===== src/hw/rtl/mpfp_pkg.sv =====
// ----------------------------------------------------------------------------
// mpfp_pkg
// field tags, status codes, flag masks and phase sequencing for the mqtt
// body field parser
// ----------------------------------------------------------------------------
`timescale 1ns / 1ps
`default_nettype none

package mpfp_pkg;

  typedef logic [4:0]  tag_t;
  typedef logic [1:0]  status_t;
  typedef logic [1:0]  kind_t;
  typedef logic [15:0] len_t;

  // field tags
  localparam tag_t TAG_NAME_LEN      = 5'd0;
  localparam tag_t TAG_NAME          = 5'd1;
  localparam tag_t TAG_PROTO_LEVEL   = 5'd2;
  localparam tag_t TAG_CONNECT_FLAGS = 5'd3;
  localparam tag_t TAG_KEEPALIVE     = 5'd4;
  localparam tag_t TAG_CLIENT_LEN    = 5'd5;
  localparam tag_t TAG_CLIENT        = 5'd6;
  localparam tag_t TAG_WTOPIC_LEN    = 5'd7;
  localparam tag_t TAG_WTOPIC        = 5'd8;
  localparam tag_t TAG_WMSG_LEN      = 5'd9;
  localparam tag_t TAG_WMSG          = 5'd10;
  localparam tag_t TAG_USER_LEN      = 5'd11;
  localparam tag_t TAG_USER          = 5'd12;
  localparam tag_t TAG_PASS_LEN      = 5'd13;
  localparam tag_t TAG_PASS          = 5'd14;
  localparam tag_t TAG_TOPIC_LEN     = 5'd15;
  localparam tag_t TAG_TOPIC         = 5'd16;
  localparam tag_t TAG_PACKET_ID     = 5'd17;
  localparam tag_t TAG_PAYLOAD       = 5'd18;
  localparam tag_t TAG_FILTER_LEN    = 5'd19;
  localparam tag_t TAG_FILTER        = 5'd20;
  localparam tag_t TAG_FILTER_QOS    = 5'd21;
  localparam tag_t TAG_IDLE          = 5'd22;

  // status codes
  localparam status_t ST_OK        = 2'd0;
  localparam status_t ST_SHORT     = 2'd1;
  localparam status_t ST_TRUNCATED = 2'd2;
  localparam status_t ST_BAD_QOS   = 2'd3;

  // packet kinds
  localparam kind_t KIND_CONNECT   = 2'd0;
  localparam kind_t KIND_PUBLISH   = 2'd1;
  localparam kind_t KIND_SUBSCRIBE = 2'd2;

  // connect flag and publish header masks
  localparam logic [7:0] WILL_BIT    = 8'h04;
  localparam logic [7:0] USER_BIT    = 8'h80;
  localparam logic [7:0] PASS_BIT    = 8'h40;
  localparam logic [3:0] DUP_BIT     = 4'h8;
  localparam logic [1:0] QOS_MASK    = 2'h3;
  localparam logic [3:0] RETAIN_BIT  = 4'h1;
  localparam logic [3:0] MIN_CONNECT = 4'd10;
  localparam logic [7:0] MAX_SUB_QOS = 8'd2;

  function automatic logic is_len_field(tag_t t);
    return (t == TAG_NAME_LEN) || (t == TAG_CLIENT_LEN) || (t == TAG_WTOPIC_LEN) ||
           (t == TAG_WMSG_LEN) || (t == TAG_USER_LEN) || (t == TAG_PASS_LEN) ||
           (t == TAG_TOPIC_LEN) || (t == TAG_FILTER_LEN);
  endfunction

  function automatic logic is_str_field(tag_t t);
    return (t == TAG_NAME) || (t == TAG_CLIENT) || (t == TAG_WTOPIC) ||
           (t == TAG_WMSG) || (t == TAG_USER) || (t == TAG_PASS) ||
           (t == TAG_TOPIC) || (t == TAG_FILTER);
  endfunction

  // field that follows a completed one; empty strings are skipped
  function automatic tag_t next_phase(tag_t t, kind_t kind, logic has,
                                      logic [7:0] cflags, logic [1:0] qos);
    tag_t after_user;
    tag_t after_will;
    tag_t after_client;
    tag_t after_topic;
    tag_t nxt;
    after_user   = ((cflags & PASS_BIT) != 8'h00) ? TAG_PASS_LEN : TAG_IDLE;
    after_will   = ((cflags & USER_BIT) != 8'h00) ? TAG_USER_LEN : after_user;
    after_client = ((cflags & WILL_BIT) != 8'h00) ? TAG_WTOPIC_LEN : after_will;
    after_topic  = (qos != 2'd0) ? TAG_PACKET_ID : TAG_PAYLOAD;
    case (t)
      TAG_NAME_LEN:      nxt = has ? TAG_NAME : TAG_PROTO_LEVEL;
      TAG_NAME:          nxt = TAG_PROTO_LEVEL;
      TAG_PROTO_LEVEL:   nxt = TAG_CONNECT_FLAGS;
      TAG_CONNECT_FLAGS: nxt = TAG_KEEPALIVE;
      TAG_KEEPALIVE:     nxt = TAG_CLIENT_LEN;
      TAG_CLIENT_LEN:    nxt = has ? TAG_CLIENT : after_client;
      TAG_CLIENT:        nxt = after_client;
      TAG_WTOPIC_LEN:    nxt = has ? TAG_WTOPIC : TAG_WMSG_LEN;
      TAG_WTOPIC:        nxt = TAG_WMSG_LEN;
      TAG_WMSG_LEN:      nxt = has ? TAG_WMSG : after_will;
      TAG_WMSG:          nxt = after_will;
      TAG_USER_LEN:      nxt = has ? TAG_USER : after_user;
      TAG_USER:          nxt = after_user;
      TAG_PASS_LEN:      nxt = has ? TAG_PASS : TAG_IDLE;
      TAG_TOPIC_LEN:     nxt = has ? TAG_TOPIC : after_topic;
      TAG_TOPIC:         nxt = after_topic;
      TAG_PACKET_ID:     nxt = (kind == KIND_SUBSCRIBE) ? TAG_FILTER_LEN : TAG_PAYLOAD;
      TAG_PAYLOAD:       nxt = TAG_PAYLOAD;
      TAG_FILTER_LEN:    nxt = has ? TAG_FILTER : TAG_FILTER_QOS;
      TAG_FILTER:        nxt = TAG_FILTER_QOS;
      TAG_FILTER_QOS:    nxt = TAG_FILTER_LEN;
      default:           nxt = TAG_IDLE;
    endcase
    return nxt;
  endfunction

endpackage

`default_nettype wire


===== src/hw/rtl/mqtt_payload_field_parser.sv =====
// ----------------------------------------------------------------------------
// mqtt_payload_field_parser
// tags each body byte of a connect, publish or subscribe packet with its field
//
// usage:
//   input channel (in_valid / in_stall) carries one body byte per transaction
//   with packet_kind, header_flags and first_byte / last_byte markers.
//   output channel (out_valid / out_stall) carries one tagged result per
//   input transaction, in order.
//   path: the input transaction loads the input register, and out_valid
//   rises from the result register once the byte moves on; the parse
//   state updates as a byte moves from the input register to the result one.
//   throughput: 1 byte per cycle while no result is stalled, set by the state
//   update loop on parse phase, field byte counter and field length.
//   stall: while out_stall holds a result, the input register keeps one
//   more byte and in_stall rises only once that register is also full.
//   reset: synchronous rst empties both registers and returns the parser to
//   the first connect field with all counters and flags cleared.
// ----------------------------------------------------------------------------
`timescale 1ns / 1ps
`default_nettype none

module mqtt_payload_field_parser
  import mpfp_pkg::*;
(
  input  wire logic       clk,
  input  wire logic       rst,
  // input channel
  input  wire logic       in_valid,
  output logic            in_stall,
  input  wire logic [7:0] data_byte,
  input  wire logic [1:0] packet_kind,
  input  wire logic [3:0] header_flags,
  input  wire logic       first_byte,
  input  wire logic       last_byte,
  // output channel
  output logic            out_valid,
  input  wire logic       out_stall,
  output logic [4:0]      field_tag,
  output logic [7:0]      byte_value,
  output logic            field_end,
  output logic            pub_dup,
  output logic [1:0]      pub_qos,
  output logic            pub_retain,
  output logic [1:0]      status,
  output logic            packet_done
);

  // input register
  logic       hold_valid;
  logic [7:0] hold_byte;
  kind_t      hold_kind;
  logic [3:0] hold_flags;
  logic       hold_first;
  logic       hold_last;

  // parse state
  tag_t       parse_phase;
  len_t       field_byte_count;
  len_t       field_length;
  logic [7:0] connect_flag_bits;
  logic [3:0] body_count_small;
  logic [1:0] held_qos;

  tag_t       parse_phase_next;
  len_t       field_byte_count_next;
  len_t       field_length_next;
  logic [7:0] connect_flag_bits_next;
  logic [3:0] body_count_small_next;
  logic [1:0] held_qos_next;

  // result of the byte in the input register
  tag_t       res_tag;
  logic       res_end;
  status_t    res_status;

  logic advance;
  logic in_accept;

  // handshake
  assign advance   = hold_valid && (!out_valid || !out_stall);
  assign in_stall  = hold_valid && !advance;
  assign in_accept = in_valid && !in_stall;

  // input register capture
  always_ff @(posedge clk) begin
    if (rst) begin
      hold_valid <= 1'b0;
    end else if (in_accept) begin
      hold_valid <= 1'b1;
    end else if (advance) begin
      hold_valid <= 1'b0;
    end
  end

  always_ff @(posedge clk) begin
    if (in_accept) begin
      hold_byte  <= data_byte;
      hold_kind  <= packet_kind;
      hold_flags <= header_flags;
      hold_first <= first_byte;
      hold_last  <= last_byte;
    end
  end

  // field classification and next parse state
  always_comb begin
    tag_t       phase_e;
    len_t       count_e;
    len_t       len_e;
    logic [7:0] cflags_e;
    logic [3:0] body_e;
    logic [1:0] qos_e;
    len_t       cnt;
    logic       counted;
    logic       bad_qos;

    phase_e  = parse_phase;
    count_e  = field_byte_count;
    len_e    = field_length;
    cflags_e = connect_flag_bits;
    body_e   = body_count_small;
    qos_e    = held_qos;

    // first byte restarts at the opening field of the packet kind
    if (hold_first) begin
      case (hold_kind)
        KIND_CONNECT:   phase_e = TAG_NAME_LEN;
        KIND_PUBLISH:   phase_e = TAG_TOPIC_LEN;
        KIND_SUBSCRIBE: phase_e = TAG_PACKET_ID;
        default:        phase_e = TAG_IDLE;
      endcase
      count_e  = '0;
      len_e    = '0;
      cflags_e = '0;
      body_e   = '0;
      qos_e    = hold_flags[2:1] & QOS_MASK;
    end

    // saturating body counter
    body_count_small_next  = (body_e < MIN_CONNECT) ? body_e + 4'd1 : body_e;
    held_qos_next          = qos_e;
    connect_flag_bits_next = cflags_e;
    field_length_next      = len_e;

    res_tag = (phase_e > TAG_IDLE) ? TAG_IDLE : phase_e;
    cnt     = count_e + 16'd1;
    counted = 1'b1;
    bad_qos = 1'b0;
    res_end = 1'b0;

    if (is_len_field(res_tag)) begin
      // big-endian 16-bit length
      if (cnt == 16'd1) begin
        field_length_next = {hold_byte, 8'h00};
      end else begin
        field_length_next = len_e | {8'h00, hold_byte};
        res_end           = 1'b1;
      end
    end else if ((res_tag == TAG_KEEPALIVE) || (res_tag == TAG_PACKET_ID)) begin
      res_end = (cnt >= 16'd2);
    end else if ((res_tag == TAG_PROTO_LEVEL) || (res_tag == TAG_CONNECT_FLAGS) ||
                 (res_tag == TAG_FILTER_QOS)) begin
      res_end = 1'b1;
      if (res_tag == TAG_CONNECT_FLAGS) begin
        connect_flag_bits_next = hold_byte;
      end
      if ((res_tag == TAG_FILTER_QOS) && (hold_byte > MAX_SUB_QOS)) begin
        bad_qos = 1'b1;
      end
    end else if (is_str_field(res_tag)) begin
      res_end = (cnt >= len_e);
    end else begin
      // payload and trailing bytes are not counted
      counted = 1'b0;
      res_end = (res_tag == TAG_PAYLOAD) && hold_last;
    end

    // phase and counter advance
    parse_phase_next      = phase_e;
    field_byte_count_next = count_e;
    if (res_end) begin
      parse_phase_next      = next_phase(res_tag, hold_kind, field_length_next != 16'd0,
                                         connect_flag_bits_next, qos_e);
      field_byte_count_next = '0;
    end else if (counted) begin
      field_byte_count_next = cnt;
    end

    // status priority
    if (hold_last && (hold_kind == KIND_CONNECT) && (body_count_small_next < MIN_CONNECT)) begin
      res_status = ST_SHORT;
    end else if (hold_last && !res_end && counted) begin
      res_status = ST_TRUNCATED;
    end else if (bad_qos) begin
      res_status = ST_BAD_QOS;
    end else begin
      res_status = ST_OK;
    end

    // packet end returns to idle
    if (hold_last) begin
      parse_phase_next      = TAG_IDLE;
      field_byte_count_next = '0;
    end
  end

  // parse state registers
  always_ff @(posedge clk) begin
    if (rst) begin
      parse_phase       <= TAG_NAME_LEN;
      field_byte_count  <= '0;
      field_length      <= '0;
      connect_flag_bits <= '0;
      body_count_small  <= '0;
      held_qos          <= '0;
    end else if (advance) begin
      parse_phase       <= parse_phase_next;
      field_byte_count  <= field_byte_count_next;
      field_length      <= field_length_next;
      connect_flag_bits <= connect_flag_bits_next;
      body_count_small  <= body_count_small_next;
      held_qos          <= held_qos_next;
    end
  end

  // result register
  always_ff @(posedge clk) begin
    if (rst) begin
      out_valid <= 1'b0;
    end else if (advance) begin
      out_valid <= 1'b1;
    end else if (!out_stall) begin
      out_valid <= 1'b0;
    end
  end

  always_ff @(posedge clk) begin
    if (advance) begin
      field_tag   <= res_tag;
      byte_value  <= hold_byte;
      field_end   <= res_end;
      pub_dup     <= (hold_kind == KIND_PUBLISH) && ((hold_flags & DUP_BIT) != 4'h0);
      pub_qos     <= (hold_kind == KIND_PUBLISH) ? held_qos_next : 2'd0;
      pub_retain  <= (hold_kind == KIND_PUBLISH) && ((hold_flags & RETAIN_BIT) != 4'h0);
      status      <= res_status;
      packet_done <= hold_last;
    end
  end

endmodule

`default_nettype wire


===== config.mk =====
export PLATFORM = sky130hd
export DESIGN_NAME = mqtt_payload_field_parser
export DESIGN_NICKNAME = d
export VERILOG_FILES = /design/src/hw/rtl/mpfp_pkg.sv /design/src/hw/rtl/mqtt_payload_field_parser.sv
export SDC_FILE = /design/constraint.sdc
export NUM_CORES = 1
export LEC_CHECK = 0
export ABC_AREA = 1
export BUFFER_PORTS_ARGS = -buffer_cell sky130_fd_sc_hd__buf_2
export CAP_MARGIN = 30
export CELL_PAD_IN_SITES_DETAIL_PLACEMENT = 1
export CELL_PAD_IN_SITES_GLOBAL_PLACEMENT = 2
export CORE_MARGIN = 4
export CORE_UTILIZATION = 37
export CTS_CLUSTER_DIAMETER = 120
export DETAILED_ROUTE_END_ITERATION = 10
export PLACE_DENSITY = 0.95
export RECOVER_POWER = 50
export SETUP_SLACK_MARGIN = 0.1
export SYNTH_ARGS = -nofsm -noshare
export SYNTH_HDL_FRONTEND = slang
export SYNTH_SLANG_ARGS = --single-unit

===== constraint.sdc =====
create_clock -name clk -period 12.07 [get_ports clk]
set_input_delay 1.207 -clock clk [delete_from_list [all_inputs] [get_ports clk]]
set_output_delay 1.207 -clock clk [all_outputs]
set_load 0.05 [all_outputs]

# Word-level counts from Yosys, hierarchy flattened
# Index checks and enable logic that the tools add are counted.
# Widths: inputs -> output; s select.
dict set report classes {
  add_sub_neg 2
  mul 0
  n_div 0
  order_cmp 6
  n_eq_ne 25
  shift 0
  muxes 53
  bitwise 1
  reduce_logical 39
}
# op count
set ops {}
lappend ops {{$mux 16} 7}
lappend ops {{$pmux 5 s21} 1}
lappend ops {{$mux 5} 11}
lappend ops {{$eq 5x4->1 const B} 8}
lappend ops {{$mux 8} 5}
lappend ops {{$eq 5x5->1 const B} 6}
lappend ops {{$eq 5x3->1 const B} 4}
lappend ops {{$mux 1} 20}
lappend ops {{$logic_or 1x1->1} 18}
lappend ops {{$add 16x1->16 const B} 1}
lappend ops {{$eq 16x1->1 const B} 1}
lappend ops {{$ge 16x16->1} 1}
lappend ops {{$ge 16x2->1 const B} 1}
lappend ops {{$or 16x8->16} 1}
lappend ops {{$reduce_bool 16->1} 1}
lappend ops {{$pmux 5 s3} 1}
lappend ops {{$mux 2} 6}
lappend ops {{$logic_and 1x1->1} 11}
lappend ops {{$eq 5x2->1 const B} 2}
lappend ops {{$gt 8x2->1 const B} 1}
lappend ops {{$lt 4x4->1 const B} 2}
lappend ops {{$mux 4} 2}
lappend ops {{$eq 5x1->1 const B} 1}
lappend ops {{$gt 5x5->1 const B} 1}
lappend ops {{other kinds (8)} 13}
dict set report word_totals {
  ff_bits 90
  latchBits 0
  mem_bits_rw 0
  romBits 0
  inputBits 20
  out_inout_bits 23
  elab_cells 147
  mem_count 0
}

# Depth between registers and ports, before layout
dict set report depth {
  ltp_word 21
  mapped_depth 30
  mapped_depth_nobuf 27
}

# Worst setup path before layout
# Ideal clock, no wire load.
dict set report synth_timing {
  path_kind {reg2reg}
  startpoint {register hold_first}
  endpoint {register parse_phase[3]}
  arrival_time_ns 3.652
  path_slack_ns 8.285
  path_stages_with_launch 26
  path_cell_list {edfxtp_1 > inv_2 > buf_6 > buf_4 > clkbuf_1 > nand2_1 > inv_1 > ha_1 > inv_1 > nor2_2 > nand2_1 > nand2_1 > nand3_2 > nor3_4 > nand4_4 > buf_6 > nand2_1 > nand3_1 > nor2_2 > nand2_2 > inv_2 > nand2_1 > a21oi_1 > nand3_1 > nand2_1 > a21oi_1}
}
dict set report synth_between {
  elab_chain_len 19
  word_cells_on_any_way 73
  classes_between {add/sub: 1; order compare: 3; eq/ne: 22; mux: 26; bitwise: 1; reduce/logical: 20}
}
# item line_no
set synth_rtl {}
lappend synth_rtl {{from (decl)} mqtt_payload_field_parser.sv:54} ;# logic hold_first;
lappend synth_rtl {{from (signal assigned)} mqtt_payload_field_parser.sv:101} ;# hold_first <= first_byte;
lappend synth_rtl {{$mux 5} mqtt_payload_field_parser.sv:126} ;# if (hold_first) begin
lappend synth_rtl {{$gt 5x5->1} mqtt_payload_field_parser.sv:146} ;# res_tag = (phase_e > TAG_IDLE) ? TAG_IDLE : phase_e;
lappend synth_rtl {{$mux 5} mqtt_payload_field_parser.sv:146}
lappend synth_rtl {{$eq 5x3->1 / $logic_not 5->1 (equally long branches)} {mpfp_pkg.sv:63, mpfp_pkg.sv:86}}
lappend synth_rtl {{$logic_or 1x1->1 (3 in a row)} mpfp_pkg.sv:63} ;# return (t == TAG_NAME_LEN) || (t == TAG_CLIENT_LEN) || (t == TAG_WTOPIC_LEN) ||
lappend synth_rtl {{$logic_or 1x1->1 (3 in a row)} mpfp_pkg.sv:64} ;# (t == TAG_WMSG_LEN) || (t == TAG_USER_LEN) || (t == TAG_PASS_LEN) ||
lappend synth_rtl {{$logic_or 1x1->1} mpfp_pkg.sv:65} ;# (t == TAG_TOPIC_LEN) || (t == TAG_FILTER_LEN);
lappend synth_rtl {{$mux 8} mqtt_payload_field_parser.sv:152} ;# if (is_len_field(res_tag)) begin
lappend synth_rtl {{$mux 5} mpfp_pkg.sv:82} ;# after_user = ((cflags & PASS_BIT) != 8'h00) ? TAG_PASS_LEN : TAG_IDLE;
lappend synth_rtl {{$mux 5} mpfp_pkg.sv:83} ;# after_will = ((cflags & USER_BIT) != 8'h00) ? TAG_USER_LEN : after_user;
lappend synth_rtl {{$mux 5} mpfp_pkg.sv:84} ;# after_client = ((cflags & WILL_BIT) != 8'h00) ? TAG_WTOPIC_LEN : after_will;
lappend synth_rtl {{$mux 5} mpfp_pkg.sv:92} ;# TAG_CLIENT_LEN: nxt = has ? TAG_CLIENT : after_client;
lappend synth_rtl {{$pmux 5 s21} mpfp_pkg.sv:86} ;# case (t)
lappend synth_rtl {{$mux 5 *} mqtt_payload_field_parser.sv:182} ;# if (res_end) begin
lappend synth_rtl {{$mux 5 *} mqtt_payload_field_parser.sv:202} ;# if (hold_last) begin
lappend synth_rtl {{to (signal assigned)} mqtt_payload_field_parser.sv:218} ;# parse_phase <= parse_phase_next;
lappend synth_rtl {{to (decl)} mqtt_payload_field_parser.sv:58} ;# tag_t parse_phase;
# Mark *: on every way between the ends. The rest lies on a longest branch, timed or not.
# A chain may end at the register's enable or synchronous reset.

# Worst setup path after layout
dict set report layout_timing {
  startpoint {register hold_first}
  endpoint {register field_byte_count[1]}
}
dict set report layout_between {
  elab_chain_len 18
  word_cells_on_any_way 61
  classes_between {add/sub: 1; order compare: 3; eq/ne: 22; mux: 16; reduce/logical: 19}
}
# item line_no
set layout_rtl {}
lappend layout_rtl {{branches (longest 16 deep; another with $add 16x1->16)} n/a}
lappend layout_rtl {{$mux 16 *} mqtt_payload_field_parser.sv:182}
lappend layout_rtl {{$mux 16 *} mqtt_payload_field_parser.sv:202}
lappend layout_rtl {{to (signal assigned)} mqtt_payload_field_parser.sv:219} ;# field_byte_count <= field_byte_count_next;
lappend layout_rtl {{to (decl)} mqtt_payload_field_parser.sv:59} ;# len_t field_byte_count;
# Mark *: on every way between the ends.

==> reports/qor.csv <==
metric,value,unit
outcome,finished with violations,
yosys.area.top_type,edfxtp_1,
rsz0062_at_grt,false,
drt-initial-drc-count,293,
antenna_left,0,
grt_max_degree,58,
clk_latency,0.36,ns
synthFlopType,dfxtp_1,
endpoint_kind,flip-flop,
synth_async_sr_flop_share,0,%
postCtsSetupBuffers,0,
worstMarginPinSlew,2.70,ns
clk_pin_slew,0.06,ns
avgViaCountPerCell,5.30,
root_buffer,clkbuf_16,
start_util,38.1,%
port_buffers,42,
power.internal,0.000538,W
die_h,131,um
seqPwrFrac,40.5,%
clock-skew-final,0.0103,ns
setup_tns,0,ns
synth_nets,848,
p_per_area,132,nW/um2
avgSynthCellArea,6.97,um2
min_path_type,flip-flop to flip-flop,
row_count,44,
required,12.33,ns
netlist.area_leader.share,19.8,%
hold_violations,0,
reg2reg_depth,27,
p_comb_share,24.4,%
die-area,17200,um2
drc,0,
antenna_found_initial,0,
dpl_cell_area,5950,um2
drt_wl_total,17.4,mm
synthTopCellsByArea,"edfxtp_1 20%, dfxtp_1 17%, nand2_1 15%",
cts.repair.resized,0,
yosysMostFrequentCell,nand2_1,
synth-edff-count,37,
synth_area,5610,um2
fmax,157,MHz
setup_viol,0,
place_congestion,0.881,
crit_fanout,42,
swShare,34.2,%
clockBufferDepth,2,
area_growth_syn_to_layout,11.0,%
cp.arrival,6.65,ns
htree_levels,3,
holdBufCountCts,0,
core_area,14700,um2
drv_slew,90,
p_leak,2.96,nW
grt_pass1_vias,5586,
fin_nets,880,
cts_sinks,85,
fin_area,6220,um2
layout_min_cycle_time,6.39,ns
yosysSeqAreaShare,37.0,%
cap_viol_max_count,2,
violations,"max-capacitance violations, max-slew violations",
pin_count,43,
period_share,52.9,%
cts_tree,done,
hpwlAfterDp,13.0,mm
hold_depth,2,
insertedDiodeCount,0,
die_w,131,um
crit_path_start_kind,flip-flop,
synth_common_cells,"217 x nand2_1, 121 x inv_1, 75 x nor2_1, 58 x a21oi_1, 49 x o21ai_0",
max-vdd-ir-drop,0.0000719,V
ys_types,47,
numCtsBuffers,9,
p_clk_share,35.1,%
vias,5429,
grt_pass1_wl,28.3,mm
p_switching,0.000280,W
routedWlPerCell,17.0,um
maxSlewHeadroom,-80.1,%
crit_type,flip-flop to flip-flop,
synth-seq-cells,85,
drive_gt1_share,9.04,%
global_route.overflow_total,0,
gr-usage-all-layers,21.0,%
synth_cells,804,
yosysWarnings,0,
dr.pass1.iters,5,
## through the flow
step	worst slack [ns]	std cells	total power, W	hold WS, ns	util (%)
after CTS	6.97	1025	0.000826	0.473	42.5
final	5.68	1025	0.000818	0.474	42.3
after floorplan	8.28	804	0.000484	0.445	-
after global placement	7.14	1009	0.000533	0.460	40.5
after global routing	4.97	1025	0.000864	0.488	42.3
after detailed placement	6.98	1009	0.000538	0.464	40.5
## cell families after synthesis
group / synth area share, %
AOI/OAI and AO/OA: 15.6
xor gates and xnor gates: 0.156
adders and majority gates: 5.36
buffers and inverters: 10.8
DFF: 37.0
muxes: 0.357
and+or+nand+nor: 30.7
## worst paths after layout
check / start / end / slack [ns]
worst min-delay path: parse_phase[3] / parse_phase[3] / 0.47
worst max register to register: hold_first / field_byte_count[1] / 5.68
worst max-delay path: hold_first / field_byte_count[1] / 5.68
worst min register to register: parse_phase[3] / parse_phase[3] / 0.47
## state kept, by name, summed over array words and instances, names as in the netlist, 3 cells and up
name / count
connect_flag_bits: 3
field_length: 16
parse_phase: 5
byte_value: 8
field_byte_count: 16
body_count_small: 4
field_tag: 5
hold_flags: 4
hold_byte: 8
## layout by cell type, fill, tap and decap left out, types with 19 or more instances in the layout
master / netlist / final
a21oi_1: 58 / 58
buf_2: 3 / 22
clkbuf_1: 14 / 23
dfxtp_1: 48 / 48
edfxtp_1: 37 / 37
ha_1: 24 / 24
inv_1: 121 / 122
nand2_1: 217 / 217
nand3_1: 42 / 42
nand4_1: 19 / 19
nor2_1: 75 / 74
o21ai_0: 49 / 49
## area by class of cell
class / instances / area (um2)
Clock buffer: 11 / 243
Clock inverter: 5 / 58.8
Fill cell: 1912 / 8480
Inverter: 129 / 484
Multi-Input combinational cell: 566 / 2930
Sequential cell: 85 / 2070
Tap cell: 184 / 230
Timing Repair Buffer: 45 / 200
## power by group through the flow
stage          Sequential [W]  Combinational, W  Clock [W]
2_1_floorplan        0.000347          0.000136          0
3_3_place_gp         0.000337          0.000196          0
3_5_place_dp         0.000337          0.000201          0
4_1_cts              0.000331          0.000202   0.000293
5_1_grt              0.000333          0.000223   0.000307
6_report             0.000331          0.000200   0.000287
## routing by layer
| metal | track usage [%] | vias up | wire length (um) |
|---|---|---|---|
| li1 | - | 2721 | - |
| met1 | 27.4 | 2608 | 8100 |
| met2 | 35.8 | 83 | 8440 |
| met3 | 4.21 | 17 | 637 |
| met4 | 5.20 | 0 | 250 |
| met5 | 0 | - | 0 |
## worst max-delay path: stages, from the launching register on
cell,delay (ns)
edfxtp_1,0.32
clkbuf_1,1.02
inv_1,1.12
nand2_1,0.41
inv_1,0.13
ha_1,0.27
inv_1,0.13
nand2_1,0.07
nand2_1,0.12
inv_1,0.10
ha_1,0.30
nand2_1,0.06
o21ai_0,0.08
nand2_1,0.06
nand2_1,0.05
nand2_1,0.05
nand2_1,0.04
nand2_1,0.06
nand2_1,0.07
a21oi_1,0.13
o21ai_0,0.14
nand2_1,0.09
nand3_1,0.06
a21oi_1,0.13
nand2_1,0.27
inv_1,0.55
o2111ai_1,0.24
a21oi_1,0.17
(Power assumes the default switching activity.)
